**config.mk**
```make
export PLATFORM = sky130hd
export DESIGN_NAME = meti_front_flat
export DESIGN_NICKNAME = d
export VERILOG_FILES = /design/src/rtl/core/meti_pkg.sv /design/src/rtl/core/meti_req_if.sv /design/src/rtl/core/meti_front.sv /design/src/flat_wrapper.sv
export SDC_FILE = /design/constraint.sdc
export NUM_CORES = 1
export LEC_CHECK = 0
export BUFFER_PORTS_ARGS = -buffer_cell sky130_fd_sc_hd__buf_2
export CAP_MARGIN = 20
export CORE_MARGIN = 2
export CORE_UTILIZATION = 41
export CTS_BUF_LIST = sky130_fd_sc_hd__clkbuf_2
export DETAILED_ROUTE_END_ITERATION = 8
export GPL_ROUTABILITY_DRIVEN = 0
export PLACE_DENSITY = 0.84
export SYNTH_ARGS = -nofsm -noshare
export SYNTH_HDL_FRONTEND = slang
export SYNTH_SLANG_ARGS = --single-unit
```
**constraint.sdc**
```tcl
create_clock -name clock -period 3.8 [get_ports clock]
set_input_delay 1.14 -clock clock [delete_from_list [all_inputs] [get_ports clock]]
set_output_delay 1.14 -clock clock [all_outputs]
set_load 0.01 [all_outputs]
```
**src/rtl/core/meti_pkg.sv**
```systemverilog
// ----------------------------------------------------------------------------
// meti_pkg: shared types and constants of the escape-time core
// Field widths, the job word passed from front to engine, queue status
// and the engine state encoding.
// ----------------------------------------------------------------------------
package meti_pkg;

   // fixed field widths
   localparam int C_WIDTH       = 31;   // c_re / c_im, signed
   localparam int Z_WIDTH       = 32;   // z_re / z_im, signed
   localparam int MAG_WIDTH     = 35;   // |z|^2, unsigned
   localparam int CNT_OUT_WIDTH = 16;   // iteration_count
   localparam int CSR_WIDTH     = 16;   // max_iterations register write data
   localparam int PROD_WIDTH    = 2 * Z_WIDTH;

   // queue between front and engine
   localparam int QUEUE_DEPTH = 2;
   localparam int QUEUE_PTR_W = $clog2(QUEUE_DEPTH);

   // largest |z|^2 the result word can show
   localparam logic [PROD_WIDTH-1:0] MAG_MAX = {{(PROD_WIDTH-MAG_WIDTH){1'b0}},
                                                 {MAG_WIDTH{1'b1}}};

   // one point on its way from front to engine
   typedef struct packed {
      logic signed [C_WIDTH-1:0] c_re;
      logic signed [C_WIDTH-1:0] c_im;
      logic                      zero_count;   // no iteration to run
   } job_type;

   typedef struct packed {
      logic empty;
      logic full;
   } queue_status_type;

   typedef enum logic [1:0] {
      ENG_IDLE,
      ENG_ADD,
      ENG_MUL
   } eng_state_type;

endpackage

```
**src/rtl/core/meti_req_if.sv**
```systemverilog
// ----------------------------------------------------------------------------
// meti_req_if: request channel of the escape-time core
// Carries one point c per word with a valid/ready handshake.
// ----------------------------------------------------------------------------
interface meti_req_if;

   logic                                 valid;
   logic                                 ready;
   logic signed [meti_pkg::C_WIDTH-1:0]  c_re;
   logic signed [meti_pkg::C_WIDTH-1:0]  c_im;

   modport source (output valid, output c_re, output c_im, input ready);
   modport sink   (input valid, input c_re, input c_im, output ready);

endinterface

```
**src/rtl/core/meti_front.sv**
```systemverilog
// ----------------------------------------------------------------------------
// meti_front: request intake
// Registers each accepted point and tags it when the iteration limit is
// zero, then hands it to the job queue.
// ----------------------------------------------------------------------------
module meti_front #(
   parameter int COUNT_WIDTH = 16
) (
   input  logic                    clock,
   input  logic                    reset,
   meti_req_if.sink                req,
   input  logic [COUNT_WIDTH-1:0]  max_iter,
   output logic                    push_valid,
   output meti_pkg::job_type       push_job,
   input  logic                    push_ready
);

   logic              slot_valid_ff, slot_valid_in;
   meti_pkg::job_type slot_ff;
   logic              accept;

   // slot frees when the queue takes it
   assign req.ready = !slot_valid_ff || push_ready;
   assign accept    = req.valid && req.ready;

   always_comb begin
      slot_valid_in = slot_valid_ff;
      if (accept) begin
         slot_valid_in = 1'b1;
      end else if (push_ready) begin
         slot_valid_in = 1'b0;
      end
   end

   always_ff @(posedge clock) begin
      if (reset) begin
         slot_valid_ff <= 1'b0;
      end else begin
         slot_valid_ff <= slot_valid_in;
      end
   end

   // classify: a zero limit means the result is known at once
   always_ff @(posedge clock) begin
      if (accept) begin
         slot_ff.c_re       <= req.c_re;
         slot_ff.c_im       <= req.c_im;
         slot_ff.zero_count <= (max_iter == '0);
      end
   end

   assign push_valid = slot_valid_ff;
   assign push_job   = slot_ff;

endmodule

```
**src/flat_wrapper.sv**
```systemverilog
// flat-port wrapper written by rule: the top's interface ports become plain ports
module meti_front_flat 
#(
   parameter int COUNT_WIDTH = 16
)
  (clock, reset, max_iter, push_valid, push_job, push_ready, req_valid, req_c_re, req_c_im, req_ready);
  meti_req_if req_i ();
  input  logic clock;
  input  logic reset;
  input  logic [COUNT_WIDTH-1:0] max_iter;
  output logic push_valid;
  output meti_pkg::job_type push_job;
  input  logic push_ready;
  input wire logic [$bits(req_i.valid)-1:0] req_valid;
  input wire logic [$bits(req_i.c_re)-1:0] req_c_re;
  input wire logic [$bits(req_i.c_im)-1:0] req_c_im;
  output wire logic [$bits(req_i.ready)-1:0] req_ready;
  assign req_i.valid = req_valid;
  assign req_i.c_re = req_c_re;
  assign req_i.c_im = req_c_im;
  assign req_ready = req_i.ready;
  meti_front #(.COUNT_WIDTH(COUNT_WIDTH)) u_core (.clock(clock), .reset(reset), .req(req_i), .max_iter(max_iter), .push_valid(push_valid), .push_job(push_job), .push_ready(push_ready));
endmodule
```
# After elaboration in Yosys (flattened, before gate mapping)

Index checks and enable logic that the tools add are counted.
W data, S select, Z words.

Word-level logic and storage cells: 11
Bits in registers: 64
Output and inout port bits: 65

Reduce and logical (&&, ||, !) cells: 5
Mux-type cells: 2

Operators with widths:

| cell                | number |
|---|---|
| $logic_not A16 Y1   | 1 |
| $mux W1             | 2 |
| $reduce_bool A2 Y1  | 1 |
| $logic_and A1 B1 Y1 | 1 |
| $logic_not A1 Y1    | 1 |
| $logic_or A1 B1 Y1  | 1 |

# Longest topological paths before layout

Depth after elaboration: 4
Depth in mapped cells: 2

# Worst setup path after synthesis

No wires, ideal clock.

Kind: input-to-reg
Start: input push_ready
End: register u_core.slot_ff, in the netlist u_core.push_job[0], enable pin
Data required time: 3.372 ns
Arrival time: 2.837 ns
Slack: 0.535 ns
Stages on the path: 2
Path buffers: 0
Library setup time: 0.428 ns
Cell sequence: nand2b_1 -> and2_1

Cells in the longest elaborated chain, start to end: 2

Ends and longest elaborated chain:

| item                    | RTL line           | text |
|---|---|---|
| start: declaration      | flat_wrapper.sv:13 | `input logic push_ready;` |
| $logic_or A1 B1 Y1      | meti_front.sv:23   | `assign req.ready = !slot_valid_ff \|\| push_ready;` |
| $logic_and A1 B1 Y1     | meti_front.sv:24   | `assign accept = req.valid && req.ready;` |
| named net u_core.accept | meti_front.sv:20   | `logic accept;` |
| end: declaration        | meti_front.sv:19   | `meti_pkg::job_type slot_ff;` |

The timed path passes the listed nets, and every way through them passes these cells.
A chain may end at the register's enable or synchronous reset.

# Worst setup path after layout

Start: input push_ready
End: output req_ready

Cells in the longest elaborated chain, start to end: 1

Ends and longest elaborated chain:

| item               | RTL line           | text |
|---|---|---|
| $logic_or A1 B1 Y1 | meti_front.sv:23   |  |
| end: declaration   | flat_wrapper.sv:17 | `output wire logic [$bits(req_i.ready)-1:0] req_ready;` |

Every way passes these cells.

==> run summary <==
Period minus WS final = 2.68 ns
clk root buf = clkbuf_2
vias in the first global route = 1330
# DRC = 0
RSZ-0062 raised after global routing = false
CTS buffer count = 9
largest cells by area after synthesis = edfxtp_1, nor4_1, dfxtp_1
sw frac = 0.220
Initial DRC Count = 44
critical path class = input port to output pin
Clock Skew = 0.0259 ns
Final TNS setup = 0 ns
layout cells sized above 1 = 0.686
PortBufs = 146
clock buffer depth = 2
Buf+Inv Stages, Crit Path = 2
Vert. Die Dim = 73.3 µm
status = completed
H-tree levels = 3
number of routed nets with antenna violations = 0
Required @ worst endpoint = 2.66 ns
Worst path slowest cell = nand2b_1
std cell rows = 25
clock latency at the later pin of the worst-skew pair = 0.47 ns
slowest stage delay, CP = 0.15 ns
synthesized instance count = 73
dpl hpwl = 3.27 mm
Peak VDD IR = 0.255 mV
Post CTS Setup Buffer Count = 0
Net Switching = 292 µW
routed vias/inst = 4.44
Leak = 1.29 nW
critical path launch point type = input port
Slew @ Worst Pin = 0.629 ns
Non-Filler Instances = 290
mean post-synth cell area = 26.9 µm²
Antenna diodes = 0
largest net degree at the start of global routing = 38
Yosys reg bits = 64
PwrDens = 459 nW/µm²
CP delay by family, top = buffers and inverters
max-cap viol count = 0
starting density of the core = 0.422
Tcrit/Tclk final = 0.704
post-synthesis cell type count = 8
Max Clock Freq = 374 MHz
drt pass-1 iters = 4
sequential share of power = 0.628
Arr. time, crit path = 1.54 ns
TritonCTS clock tree = built
Logic pwr share = 0.092
WL final = 4.29 mm
most frequent CP cell = buf_2
Ys Warns = 0
via count = 1288
Final nets = 313
first-pass GRT wire length = 5.96 mm
Slew headroom = 0.581
register area share after synthesis = 0.972
GRT overflow = 0
CTS-repair resized insts = 0
CTS sink cnt = 64
Finished Cell Area = 2890 µm²
leading area contributor after synthesis = edfxtp_1
CP endpoint kind = output pin
Synth Net Count = 155
Internal Pwr Total = 1.03 mW
Worst Path Max Fanout = 3
Cell Area, Synth = 1970 µm²
CORE AREA = 4660 µm²
hold crit path type = register to register
Final setup viols = 0
gr usage total = 0.165
Die Width = 73.3 µm
Hold-fix buffers, CTS = 0
Yosys top cell area share = 0.962
final hold vios = 0
worst-path cell chain = buf_2 > nand2b_1 > buf_2
Post-DP Area = 2790 µm²
Layout area overhead = 46.9%
I/O pins = 147
dpl cells = 274
Clk network pwr share = 0.280
wire per inst = 14.8 µm
antenna violations before repair = 0
Max Slew Vio Count = 0
Die ar. = 5370 µm²
clock-pin slew on the worst setup and hold paths = 0.17 ns
==> worst reg2reg max path: cells and delay by family, from the launching register on <==
| family | cells | cell delay [ns] |
|---|---|---|
| and+or+nand+nor | 2 | 0.66 |
| DFF | 1 | 0.35 |
| buffers and inverters | 1 | 0.31 |
==> layer usage <==
metal | vias up | wire length (µm) | track usage
met5 | - | 0 | 0
met4 | 0 | 66 | 0.105
met3 | 8 | 448 | 0.0933
met2 | 85 | 2430 | 0.276
met1 | 579 | 1350 | 0.152
li1 | 616 | - | -
==> logic make-up (layout without fill, tap and decap cells) <==
family / after synthesis / after routing / synth area share
AOI/OAI and AO/OA: 1 / 1 / 0.00254
buffers and inverters: 1 / 164 / 0.00191
DFF: 64 / 64 / 0.972
and+or+nand+nor: 7 / 7 / 0.0235
==> cell usage in the layout, fill, tap and decap left out <==
cell         n
nand2b_1     1
edfxtp_1    63
clkinv_2     2
bufinv_16    1
dfxtp_1      1
and4_1       1
and2_2       1
nor4_1       4
clkinv_1     2
inv_1        1
buf_12       1
a21oi_1      1
buf_2      146
clkbuf_2    11
==> registers in the layout, indices dropped and copies added, names as in the netlist <==
| signal | count |
|---|---|
| u_core.push_valid | 1 |
| u_core.push_job | 63 |
==> per-stage QoR <==
stage	hold slack [ns]	worst slack (ns)	utilization	power [mW]
2_1_floorplan	0.593	0.535	-	0.889
3_3_place_gp	0.496	1.14	0.598	0.967
3_5_place_dp	0.508	1.12	0.598	0.973
4_1_cts	0.533	1.12	0.620	1.34
5_1_grt	0.562	1.10	0.620	1.38
6_report	0.530	1.12	0.620	1.32
==> final cells by class <==
type / instances / area [µm²]
Fill cell: 364 / 1770
Tap cell: 54 / 67.6
Sequential cell: 64 / 1910
Timing Repair Buffer: 147 / 751
Inverter: 1 / 3.75
Clock buffer: 11 / 55.1
Multi-Input combinational cell: 8 / 52.6
Clock inverter: 5 / 47.5
==> cell usage after synthesis, drive strengths merged <==
cell    count
edfxtp     63
nor4        4
a21oi       1
and2        1
and4        1
dfxtp       1
inv         1
nand2b      1
==> path summary, 6_finish.rpt <==
path,startpoint,endpoint,slack (ns),cells past startpoint
hold / removal,u_core.push_valid$_SDFFE_PP0P_,u_core.push_valid$_SDFFE_PP0P_,0.53,2
setup reg to reg,u_core.push_valid$_SDFFE_PP0P_,u_core.push_job[26]$_DFFE_PP_,2.17,3
setup / recovery,push_ready,req_ready,1.12,3
hold reg to reg,u_core.push_valid$_SDFFE_PP0P_,u_core.push_valid$_SDFFE_PP0P_,0.53,2
==> power groups by stage <==
stage                     Combinational [mW]  Sequential [mW]  Clock, mW
after floorplan                       0.0142            0.874          0
after global placement                 0.120            0.847          0
after detailed placement               0.124            0.849          0
after CTS                              0.124            0.833      0.388
after global routing                   0.133            0.836      0.415
final                                  0.122            0.832      0.370
No activity file was read; power rests on OpenSTA's default activity.
