**config.mk**
```make
export PLATFORM = sky130hd
export DESIGN_NAME = meti_queue
export DESIGN_NICKNAME = d
export VERILOG_FILES = /design/src/rtl/core/meti_pkg.sv /design/src/rtl/core/meti_queue.sv
export SDC_FILE = /design/constraint.sdc
export NUM_CORES = 1
export LEC_CHECK = 0
export BUFFER_PORTS_ARGS = -buffer_cell sky130_fd_sc_hd__buf_2
export CAP_MARGIN = 20
export CORE_MARGIN = 1.5
export CORE_UTILIZATION = 51
export DETAILED_ROUTE_END_ITERATION = 12
export PLACE_DENSITY = 0.86
export SYNTH_ARGS = -nofsm -noshare
export SYNTH_HDL_FRONTEND = slang
export SYNTH_SLANG_ARGS = --single-unit
```
**constraint.sdc**
```tcl
create_clock -name clock -period 3 [get_ports clock]
set_input_delay 0.15 -clock clock [delete_from_list [all_inputs] [get_ports clock]]
set_output_delay 0.15 -clock clock [all_outputs]
set_load 0.1 [all_outputs]
```
**src/rtl/core/meti_pkg.sv**
```systemverilog
// ----------------------------------------------------------------------------
// meti_pkg: shared types and constants of the escape-time core
// Field widths, the job word passed from front to engine, queue status
// and the engine state encoding.
// ----------------------------------------------------------------------------
package meti_pkg;

   // fixed field widths
   localparam int C_WIDTH       = 31;   // c_re / c_im, signed
   localparam int Z_WIDTH       = 32;   // z_re / z_im, signed
   localparam int MAG_WIDTH     = 35;   // |z|^2, unsigned
   localparam int CNT_OUT_WIDTH = 16;   // iteration_count
   localparam int CSR_WIDTH     = 16;   // max_iterations register write data
   localparam int PROD_WIDTH    = 2 * Z_WIDTH;

   // queue between front and engine
   localparam int QUEUE_DEPTH = 2;
   localparam int QUEUE_PTR_W = $clog2(QUEUE_DEPTH);

   // largest |z|^2 the result word can show
   localparam logic [PROD_WIDTH-1:0] MAG_MAX = {{(PROD_WIDTH-MAG_WIDTH){1'b0}},
                                                 {MAG_WIDTH{1'b1}}};

   // one point on its way from front to engine
   typedef struct packed {
      logic signed [C_WIDTH-1:0] c_re;
      logic signed [C_WIDTH-1:0] c_im;
      logic                      zero_count;   // no iteration to run
   } job_type;

   typedef struct packed {
      logic empty;
      logic full;
   } queue_status_type;

   typedef enum logic [1:0] {
      ENG_IDLE,
      ENG_ADD,
      ENG_MUL
   } eng_state_type;

endpackage

```
**src/rtl/core/meti_queue.sv**
```systemverilog
// ----------------------------------------------------------------------------
// meti_queue: job queue
// Small FIFO of jobs between the front and the iteration engine.
// ----------------------------------------------------------------------------
module meti_queue (
   input  logic                       clock,
   input  logic                       reset,
   input  logic                       push_valid,
   input  meti_pkg::job_type          push_job,
   output logic                       push_ready,
   input  logic                       pop,
   output meti_pkg::job_type          pop_job,
   output meti_pkg::queue_status_type status
);

   localparam int Depth = meti_pkg::QUEUE_DEPTH;
   localparam int PtrW  = meti_pkg::QUEUE_PTR_W;

   meti_pkg::job_type entry_ff [Depth];
   logic [PtrW-1:0]   wr_ptr_ff, wr_ptr_in;
   logic [PtrW-1:0]   rd_ptr_ff, rd_ptr_in;
   logic [PtrW:0]     count_ff, count_in;
   logic              do_push;
   logic              do_pop;

   assign status.empty = (count_ff == '0);
   assign status.full  = (count_ff == (PtrW+1)'(Depth));
   assign push_ready   = !status.full;
   assign do_push      = push_valid && !status.full;
   assign do_pop       = pop && !status.empty;
   assign pop_job      = entry_ff[rd_ptr_ff];

   // pointer and fill count update
   always_comb begin
      wr_ptr_in = wr_ptr_ff;
      rd_ptr_in = rd_ptr_ff;
      count_in  = count_ff;
      if (do_push) begin
         wr_ptr_in = (wr_ptr_ff == PtrW'(Depth - 1)) ? '0 : wr_ptr_ff + PtrW'(1);
      end
      if (do_pop) begin
         rd_ptr_in = (rd_ptr_ff == PtrW'(Depth - 1)) ? '0 : rd_ptr_ff + PtrW'(1);
      end
      if (do_push && !do_pop) begin
         count_in = count_ff + (PtrW+1)'(1);
      end else if (do_pop && !do_push) begin
         count_in = count_ff - (PtrW+1)'(1);
      end
   end

   always_ff @(posedge clock) begin
      if (reset) begin
         wr_ptr_ff <= '0;
         rd_ptr_ff <= '0;
         count_ff  <= '0;
      end else begin
         wr_ptr_ff <= wr_ptr_in;
         rd_ptr_ff <= rd_ptr_in;
         count_ff  <= count_in;
      end
   end

   always_ff @(posedge clock) begin
      if (do_push) begin
         entry_ff[wr_ptr_ff] <= push_job;
      end
   end

endmodule

```
## Word-level counts from Yosys, hierarchy flattened

Memory sizes are Yosys's and may differ from the RTL's. A register that Yosys moved wholly into a read port is not among the register bits.
Cells that the tools add are included.

- ROM bits: 0
- Output and inout bits: 66
- Word-level logic and storage cells: 27
- Latch bits: 0
- Register bits after elaboration: 4
- Memories: 1
- Memory bits (writable): 126

- Bitwise logic cells: 0
- $mul: 0
- Shift-type cells: 0
- Reductions and logical operators: 10
- Mux-type cells: 8
- Add/subtract/negate cells: 4
- Div/mod/pow operators: 0
- $lt $le $gt $ge: 0
- Eq/ne operators: 1

Memories:

| memory | depth | width | rd ports | clocked after Yosys merged registers in | write ports | RTL line | text |
|---|---|---|---|---|---|---|---|
| entry_ff | 2 | 63 | 1 | 1 | 1 | meti_queue.sv:19 | `meti_pkg::job_type entry_ff [Depth];` |

Operators by type and width:

| operator | count |
|---|---|
| $mux 1 | 6 |
| $logic_and 1x1->1 | 4 |
| $logic_not 1->1 | 4 |
| $mux 2 | 2 |
| $add 1x1->1 const B | 2 |
| $add 2x1->2 const B | 1 |
| $eq 2x2->1 const B | 1 |
| $logic_not 2->1 | 1 |
| $reduce_bool 2->1 | 1 |
| $sub 2x1->2 const B | 1 |

## Longest topological paths before layout

Gate-level depths: netlist of the first run.

- Depth after elaboration: 7
- Mapped depth: 7
- Depth with buffers taken out: 7

## Worst setup path before layout of the first run

Ideal clock, no wire load.

- Path type: register -> register
- Start: register count_ff[0]
- End: memory entry_ff[0][0] (netlist bit) (enable)
- Data required time: 2.583 ns
- Buffers on the path: 0
- Clock period less this slack: 3.084 ns
- Cell stages (with the launch flop): 5
- Arrival: 2.667 ns
- Slack: -0.084 ns
- Cell sequence: dfxtp_1 -> nand2b_4 -> inv_2 -> or3_1 -> inv_1

- Longest elaborated chain between the ends: 5

RTL lines:

| element | RTL line | text |
|---|---|---|
| from (decl) | meti_queue.sv:22 | `logic [PtrW:0] count_ff, count_in;` |
| from (signal assigned) | meti_queue.sv:59 | `count_ff <= count_in;` |
| $eq 2x2->1 | meti_queue.sv:27 | `assign status.full = (count_ff == (PtrW+1)'(Depth));` |
| $logic_not 1->1 | -- |  |
| via push_ready | meti_queue.sv:10 | `output logic push_ready,` |
| $logic_and 1x1->1 | meti_queue.sv:29 | `assign do_push = push_valid && !status.full;` |
| $mux 1 | meti_queue.sv:64 | `if (do_push) begin` |
| $mux 1 (not written as such) | meti_queue.sv:65 | `entry_ff[wr_ptr_ff] <= push_job;` |
| to (decl) | meti_queue.sv:19 |  |

The timed path passes the listed nets, and every way through them passes these cells.

==> results by group, run 1 <==
Clock network
  – CTS tree: built
  – CTS sink cnt: 131
  – CTS clk-pin slew, worst paths: 0.06 ns
  – CTS Buf Count: 17
  – Max Root-Sink Buffers: 2
  – Root Driver: clkbuf_8
  – CTS H-tree lvls: 4
  – Post-cts resize count: 0
  – Skew-Pair Late Insertion Delay: 0.50 ns

Setup path
  – Worst path slowest cell: dfxtp_2
  – R2r setup slk: 0.84 ns
  – Crit path largest cell delay: 0.58 ns
  – Crit path arrival time: 2.15 ns
  – Critical-path maximum fanout: 22
  – Critical path class: reg -> out
  – CP Capture Type: primary output
  – Critical path cell sequence: buf_4 > mux2_2 > buf_2
  – Reg2reg end: entry_ff[0][36]
  – Worst r2r src: count_ff[0]
  – Cells on worst reg2reg path: 5
  – Critical Path RT: 2.85 ns
  – Worst setup SP type: flop

Synthesis
  – Simple logic cell fraction of the synthesized area: 0.0110
  – Cells after synthesis: 222
  – Seq/Total Area, Yosys: 0.817
  – Asr flop ratio synth: 0
  – Post-synth EDFFs: 126
  – YS warnings: 0
  – Synth Area in Adders: 0.00263
  – Largest family of logic cells by synthesized area: multiplexers
  – Post-synthesis register bit count: 131
  – Mux contribution to synthesized area: 0.149
  – Synth Cell Area: 4760 um^2
  – Synth area leader: edfxtp_1
  – Synth area leaders: edfxtp_1, mux2_2, dfxtp_1
  – Xor-xnor portion of the synthesized cell area: 0.00552
  – Most instantiated cells after synthesis: edfxtp_1, mux2_2, buf_2
  – Top-count cell post-synth: edfxtp_1
  – Syn_area_per_cell: 21.4 um^2
  – Post-synth cell types: 14
  – Post-synth top area share: 0.796
  – Post-synthesis compound-gate area fraction: 0.00526
  – Syn Nets: 290
  – Predominant post-synthesis flop cell: edfxtp_1

Timing
  – Final setup violation count: 0
  – F_max: 436 MHz
  – Period utilisation layout: 0.765
  – Min Tclk post-route: 2.30 ns
  – Fin Setup TNS: 0 ns
  – Relative slew slack: 0.556
  – Clock Skews: 0.00804 ns
  – RSZ-0062 raised after global routing: no
  – Fin. max-slew vios: 0
  – Final Hold Violating Endpoints: 0
  – Tightest Pin Transition: 0.666 ns

Route
  – DRC viols: 0
  – Vias: 2,782
  – Met3 WL: 482 um
  – DR top layer: met4
  – DRT iter0 DRCs: 82
  – Initial DRT Pass Iterations: 4
  – Routed length per instance: 16.6 um
  – Metal1 wirelength: 3600 um
  – Met2 WL: 5010 um
  – Post-DRT Antenna Nets: 0
  – Total wire length: 9260 um
  – Average vias per placed instance: 4.99

Global route
  – Largest net degree at the start of global routing: 39
  – First-pass GRT wire length: 14,400 um
  – Total Routing Usage GR: 0.197
  – Vias in the first global route: 2,982
  – Initial antenna violation count: 0
  – Grt total ovfl: 0

Floorplan
  – Initial core utilization: 0.520
  – Core area: 9150 um^2
  – Ports: 133
  – Cell Rows: 35
  – Die H: 99.6 um
  – Die Wd: 99.6 um
  – Die footprint: 9910 um^2

Final layout
  – Post-route cell area: 6800 um^2
  – Layout filler cell count: 538
  – P&R area growth vs syn: 43.0%
  – Layout cell share with drive strength beyond 1: 0.528
  – ANT cells: 0
  – Fin nets: 502

Worst hold path
  – Worst hold stages: 4
  – Hold WC Path Type: in -> reg
  – Hold_sp: pop
  – Min-Delay Endpoint: rd_ptr_ff

Placed design
  – # port buffers: 132
  – Dpl hpwl: 5290 um
  – DP Area: 5590 um^2
  – RD Place Congestion: 0.675

Outcome
  – Status: finished clean

Flow run
  – Max-cap viol count: 0
[per-stage QoR]
stage,util,hold slack (ns),setup slack (ns),std cells
detailed placement,0.611,0.341,0.880,462
floorplan,-,0.219,0.384,222
finish,0.743,0.151,0.704,558
global route,0.743,0.147,0.607,558
global placement,0.611,0.338,0.957,462
CTS,0.743,0.0279,0.665,558
[critical path, delay by kind of cell, from the launching register on]
kind	cells	cell delay [ns]
buffers and inverters	2	0.66
flip-flops	1	0.58
multiplexers	1	0.38
[cells by family (layout without fill, tap and decap cells)]
group | count (synthesis) | after routing
flip-flops | 131 | 131
multiplexers | 63 | 63
buffers and inverters | 10 | 235
AND/OR/NAND/NOR | 9 | 9
AO/OA/AOI/OAI | 5 | 5
XOR/XNOR | 3 | 3
adder cells (fa/ha/maj) | 1 | 1
[worst max-delay path by stage]
stage	from	endpoint
2_1_floorplan	count_ff[0]	entry_ff[0][0]
3_3_place_gp	count_ff[0]	entry_ff[0][33]
3_5_place_dp	count_ff[0]	entry_ff[0][30]
4_1_cts	flop	pop_job[17]
5_1_grt	flop	pop_job[46]
6_report	flop	pop_job[17]
[cells in the final DEF, fill, tap and decap left out, drive strengths merged]
cell	n
o21ai	3
clkinvlp	5
dlygate4sd3	64
or3	2
ha	1
edfxtp	126
nand2b	1
clkbuf	19
inv	6
nor2	5
a21oi	2
buf	136
bufinv	1
xor2	3
mux2	63
and3	1
dfxtp	5
clkinv	4
[sequential cells by signal, indices dropped and copies added (netlist names), named ones only]
signal,count
entry_ff,126
count_ff,2
rd_ptr_ff,1
wr_ptr_ff,1
[area by class of cell]
type	instances	area, um^2	area share
Sequential cell	131	3880	0.571
Timing Repair Buffer	200	1370	0.201
Multi-Input combinational cell	81	826	0.121
Clock buffer	19	442	0.0649
Tap cell	111	139	0.0204
Clock inverter	13	126	0.0186
Inverter	3	15.0	0.00221
[layer usage]
layer  up-vias  GRT usage
met5         -          0
met4         0     0.0910
met3        17     0.0576
met2        98      0.350
met1      1362      0.220
li1       1305          -
[repair_timing]
| action | CTS | global route |
|---|---|---|
| endpoints found under the setup margin | 0 | 0 |
| endpoints found under the hold margin | 131 | 0 |
| hold buffers | 64 | 0 |
| setup buffers | 0 | 0 |
Power of run 1 is not shown: default switching activity piles up to over one toggle a cycle in this logic, so the estimate is an artifact.
==> inputs of run 2 (changes only) <==
- clock period: 3 -> 2.3 ns (I/O delays scaled with it)
==> run 2 against run 1 <==
Compared with the run above:
- routed wire length decreased by 2.3%
- final area decreased by 0.57%
- sequential share of layout area increased by 0.35 points
- sequential cell count unchanged
- core utilization decreased by 0.42 points
- non-clock buffer count unchanged
- via count decreased by 0.40%
- clock skew decreased by 0.0025 ns
- register-to-register slack got worse by 0.31 ns
- global-route usage decreased by 0.78 points
- critical path depth unchanged
- die area unchanged
==> results by group, run 2 (same netlist as run 1, synthesis figures left out) <==
Timing
  – RSZ-0062 raised after global routing: no
  – Fin Setup TNS: 0 ns
  – Period utilisation layout: 0.917
  – Clock Skews: 0.00551 ns
  – Final Hold Violating Endpoints: 0
  – Tightest Pin Transition: 0.549 ns
  – Fin. max-slew vios: 0
  – Relative slew slack: 0.634
  – F_max: 474 MHz
  – Final setup violation count: 0
  – Min Tclk post-route: 2.11 ns

Clock network
  – Root Driver: clkbuf_8
  – Post-cts resize count: 0
  – Skew-Pair Late Insertion Delay: 0.50 ns
  – CTS H-tree lvls: 4
  – CTS sink cnt: 131
  – CTS tree: built
  – Max Root-Sink Buffers: 2
  – CTS Buf Count: 17
  – CTS clk-pin slew, worst paths: 0.06 ns

Final layout
  – Most frequent cells in the layout: buf_2, edfxtp_1, dlygate4sd3_1
  – Final core utilization: 0.739
  – Largest Register: entry_ff
  – Commonest non-fill, non-tap cell in the layout: buf_2
  – Fin nets: 502
  – Largest regs: entry_ff x126, count_ff x2
  – P&R area growth vs syn: 42.2%
  – Layout filler cell count: 544
  – Max reg flops: 126
  – ANT cells: 0
  – Non-filler instance count after layout: 558
  – Layout cell share with drive strength beyond 1: 0.528
  – Post-route cell area: 6760 um^2

Global route
  – Largest net degree at the start of global routing: 64
  – Grt total ovfl: 0
  – Initial antenna violation count: 0
  – First-pass GRT wire length: 13,800 um
  – Total Routing Usage GR: 0.190
  – Vias in the first global route: 2,912

Setup path
  – CP Capture Type: primary output
  – Crit path arrival time: 1.99 ns
  – Worst r2r src: count_ff[0]
  – Critical-path maximum fanout: 42
  – Critical path class: reg -> out
  – Reg2reg end: entry_ff[0][35]
  – Cells on worst reg2reg path: 5
  – R2r setup slk: 0.53 ns
  – Critical Path RT: 2.18 ns
  – Worst setup SP type: flop

Flow run
  – Max-cap viol count: 0

Floorplan
  – Die Wd: 99.6 um
  – Initial core utilization: 0.520
  – Ports: 133
  – Core area: 9150 um^2
  – Die footprint: 9910 um^2
  – Die H: 99.6 um
  – Cell Rows: 35

Worst hold path
  – Hold WC Path Type: in -> reg
  – Min-Delay Endpoint: wr_ptr_ff
  – Worst hold stages: 4
  – Hold_sp: push_valid

Route
  – Average vias per placed instance: 4.97
  – Routed length per instance: 16.2 um
  – Total wire length: 9050 um
  – Vias: 2,771
  – DRT iter0 DRCs: 87
  – Post-DRT Antenna Nets: 0
  – DRC viols: 0
  – Initial DRT Pass Iterations: 4

Placed design
  – RD Place Congestion: 0.658
  – Inst Count DP: 462
  – Dpl hpwl: 5020 um
  – DP Area: 5600 um^2
  – # port buffers: 132

Outcome
  – Status: finished clean
-- run 2: routing by layer --
layer,up-vias,global-route usage,part of all wire
li1,1306,-,-
met1,1356,0.204,0.39
met2,98,0.344,0.55
met3,11,0.0569,0.041
met4,0,0.0845,0.015
met5,-,0,0
-- run 2: worst max-delay path by stage --
stage / start / to / cells after the start
after global placement: count_ff[0] / entry_ff[0][62] / 5
after floorplan: count_ff[0] / entry_ff[0][0] / 4
after CTS: flop / pop_job[53] / 3
after detailed placement: count_ff[0] / entry_ff[0][60] / 5
final: flop / pop_job[12] / 3
after global routing: flop / pop_job[13] / 3
-- run 2: area by class of cell --
class | count | area, um^2 | area share
Clock inverter | 14 | 105 | 0.0155
Tap cell | 111 | 139 | 0.0205
Inverter | 3 | 27.5 | 0.00407
Multi-Input combinational cell | 81 | 831 | 0.123
Clock buffer | 18 | 418 | 0.0618
Sequential cell | 131 | 3890 | 0.575
Timing Repair Buffer | 200 | 1360 | 0.201
-- run 2: worst max-delay path, stage by stage, from the launching register on --
cell	delay, ns
dfxtp_2	0.32
buf_4	0.45
mux2_2	0.41
buf_2	0.29
-- run 2: per-stage QoR --
stage               worst slack, ns  hold slack [ns]
floorplan                   -0.0130            0.180
global placement              0.606            0.303
detailed placement            0.561            0.306
CTS                           0.136           0.0163
global route                 0.0833           0.0311
finish                        0.191           0.0480
-- run 2: timing repair --
item / CTS / global route
hold buffers: 64 / 0
setup buffers: 0 / 0
setup endpoints to repair: 0 / 0
hold endpoints to repair: 131 / 0
Power of run 2 is left out for the same reason.
==> inputs of run 3 (changes only) <==
- CTS_BUF_LIST: not set -> sky130_fd_sc_hd__clkbuf_8 sky130_fd_sc_hd__clkbuf_16
- REMOVE_ABC_BUFFERS: not set -> 1
==> run 3 against run 2 <==
Compared with the run above:
- register-to-register slack got worse by 0.04 ns
- clock skew increased by 0.0033 ns
- hold slack improved by 0.0028 ns
- die area did not move
- final cell count grew 0.18%
- setup slack improved by 0.080 ns
==> results by group, run 3 (same netlist as run 1, synthesis figures left out) <==
Setup path
  – Critical Path RT: 2.18 ns
  – Worst setup SP type: flop
  – CP Capture Type: primary output
  – Worst r2r src: count_ff[0]
  – CP Depth: 3
  – Crit path arrival time: 1.91 ns
  – Cells on worst reg2reg path: 5
  – Critical path buffers and inverters: 2
  – Critical path class: reg -> out
  – Worst path slowest cell: mux2_2
  – Reg2reg end: entry_ff[0][39]
  – CP top delay family: buffers and inverters
  – Critical path cell sequence: buf_4 > mux2_2 > buf_2
  – R2r setup slk: 0.49 ns
  – Crit path to: pop_job[0]
  – Critical-path maximum fanout: 32
  – Crit path largest cell delay: 0.40 ns

Worst hold path
  – Hold_sp: pop
  – Hold WC Path Type: in -> reg
  – Worst hold stages: 4

Timing
  – Min Tclk post-route: 2.03 ns
  – Relative slew slack: 0.666
  – F_max: 493 MHz
  – Final Hold Violating Endpoints: 0
  – RSZ-0062 raised after global routing: no
  – Final setup violation count: 0
  – Fin. max-slew vios: 0
  – Final WS setup: 0.270 ns
  – Clock Skews: 0.00882 ns
  – Fin Setup TNS: 0 ns
  – Period utilisation layout: 0.882
  – Tightest Pin Transition: 0.504 ns

Flow run
  – Max-cap viol count: 0

Route
  – Post-DRT Antenna Nets: 0
  – Initial DRT Pass Iterations: 4
  – DR top layer: met4
  – Met3 WL: 349 um
  – Vias: 2,792
  – Average vias per placed instance: 4.99
  – Met2 WL: 5250 um
  – DRC viols: 0
  – Total wire length: 9420 um
  – DRT iter0 DRCs: 122
  – Metal1 wirelength: 3650 um
  – Routed length per instance: 16.9 um

Placed design
  – Dpl hpwl: 5030 um
  – RD Place Congestion: 0.698
  – Pre-CTS WS: 0.503 ns
  – # port buffers: 132

Clock network
  – CTS clk-pin slew, worst paths: 0.05 ns
  – # hold bufs at CTS: 64
  – Root Driver: clkbuf_8
  – Post-cts resize count: 0
  – Postcts setup bufs: 0
  – CTS Buf Count: 17
  – CTS tree: built
  – Max Root-Sink Buffers: 2
  – Skew-Pair Late Insertion Delay: 0.51 ns
  – CTS H-tree lvls: 4
  – CTS sink cnt: 131

Outcome
  – Status: finished clean

Final layout
  – Largest Register: entry_ff
  – Layout filler cell count: 546
  – Largest regs: entry_ff x126, count_ff x2
  – Commonest non-fill, non-tap cell in the layout: buf_2
  – P&R area growth vs syn: 42.7%
  – Fin nets: 504
  – Max reg flops: 126
  – Layout cell share with drive strength beyond 1: 0.525
  – ANT cells: 0
  – Most frequent cells in the layout: buf_2, edfxtp_1, dlygate4sd3_1

Floorplan
  – Die footprint: 9910 um^2
  – Die H: 99.6 um
  – Cell Rows: 35
  – Core area: 9150 um^2
  – Die Wd: 99.6 um
  – Initial core utilization: 0.520
  – Ports: 133

Global route
  – First-pass GRT wire length: 13,900 um
  – Grt total ovfl: 0
  – Vias in the first global route: 2,950
  – Largest net degree at the start of global routing: 37
  – Initial antenna violation count: 0
  – Total Routing Usage GR: 0.192
[run 3: layer usage]
metal	vias up	global-route usage
met5	-	0
met4	0	0.104
met3	15	0.0513
met2	100	0.346
met1	1378	0.206
li1	1299	-
[run 3: worst min-delay path by stage]
stage / endpoint
floorplan: count_ff[1]
global placement: entry_ff[0][36]
global route: wr_ptr_ff
detailed placement: entry_ff[0][13]
finish: flop
CTS: wr_ptr_ff
[run 3: stage by stage]
step | util | hold slack (ns) | cell area (um^2) | instances
finish | 0.741 | 0.0508 | 6790 | 559
global route | 0.741 | 0.0590 | 6790 | 559
CTS | 0.741 | 0.0167 | 6790 | 559
detailed placement | 0.608 | 0.307 | 5570 | 464
global placement | 0.608 | 0.304 | 5570 | 464
floorplan | - | 0.184 | 4720 | 215
[run 3: layout make-up]
cell class                 instances  area (um^2)  area share
sequential                       131         3880       0.572
inverter                           3         11.3     0.00166
multi-input combinational         81          826       0.122
timing repair buffer             202         1350       0.198
clock inverter                    14          165      0.0243
tap                              111          139      0.0205
clock buffer                      17          414      0.0610
[run 3: worst reg2reg max path, delay by kind of cell (launching register included)]
family | cells | cell delay [ns]
AND/OR/NAND/NOR | 2 | 0.52
buffers and inverters | 3 | 0.52
flip-flops | 1 | 0.41
Power of run 3 is left out for the same reason.
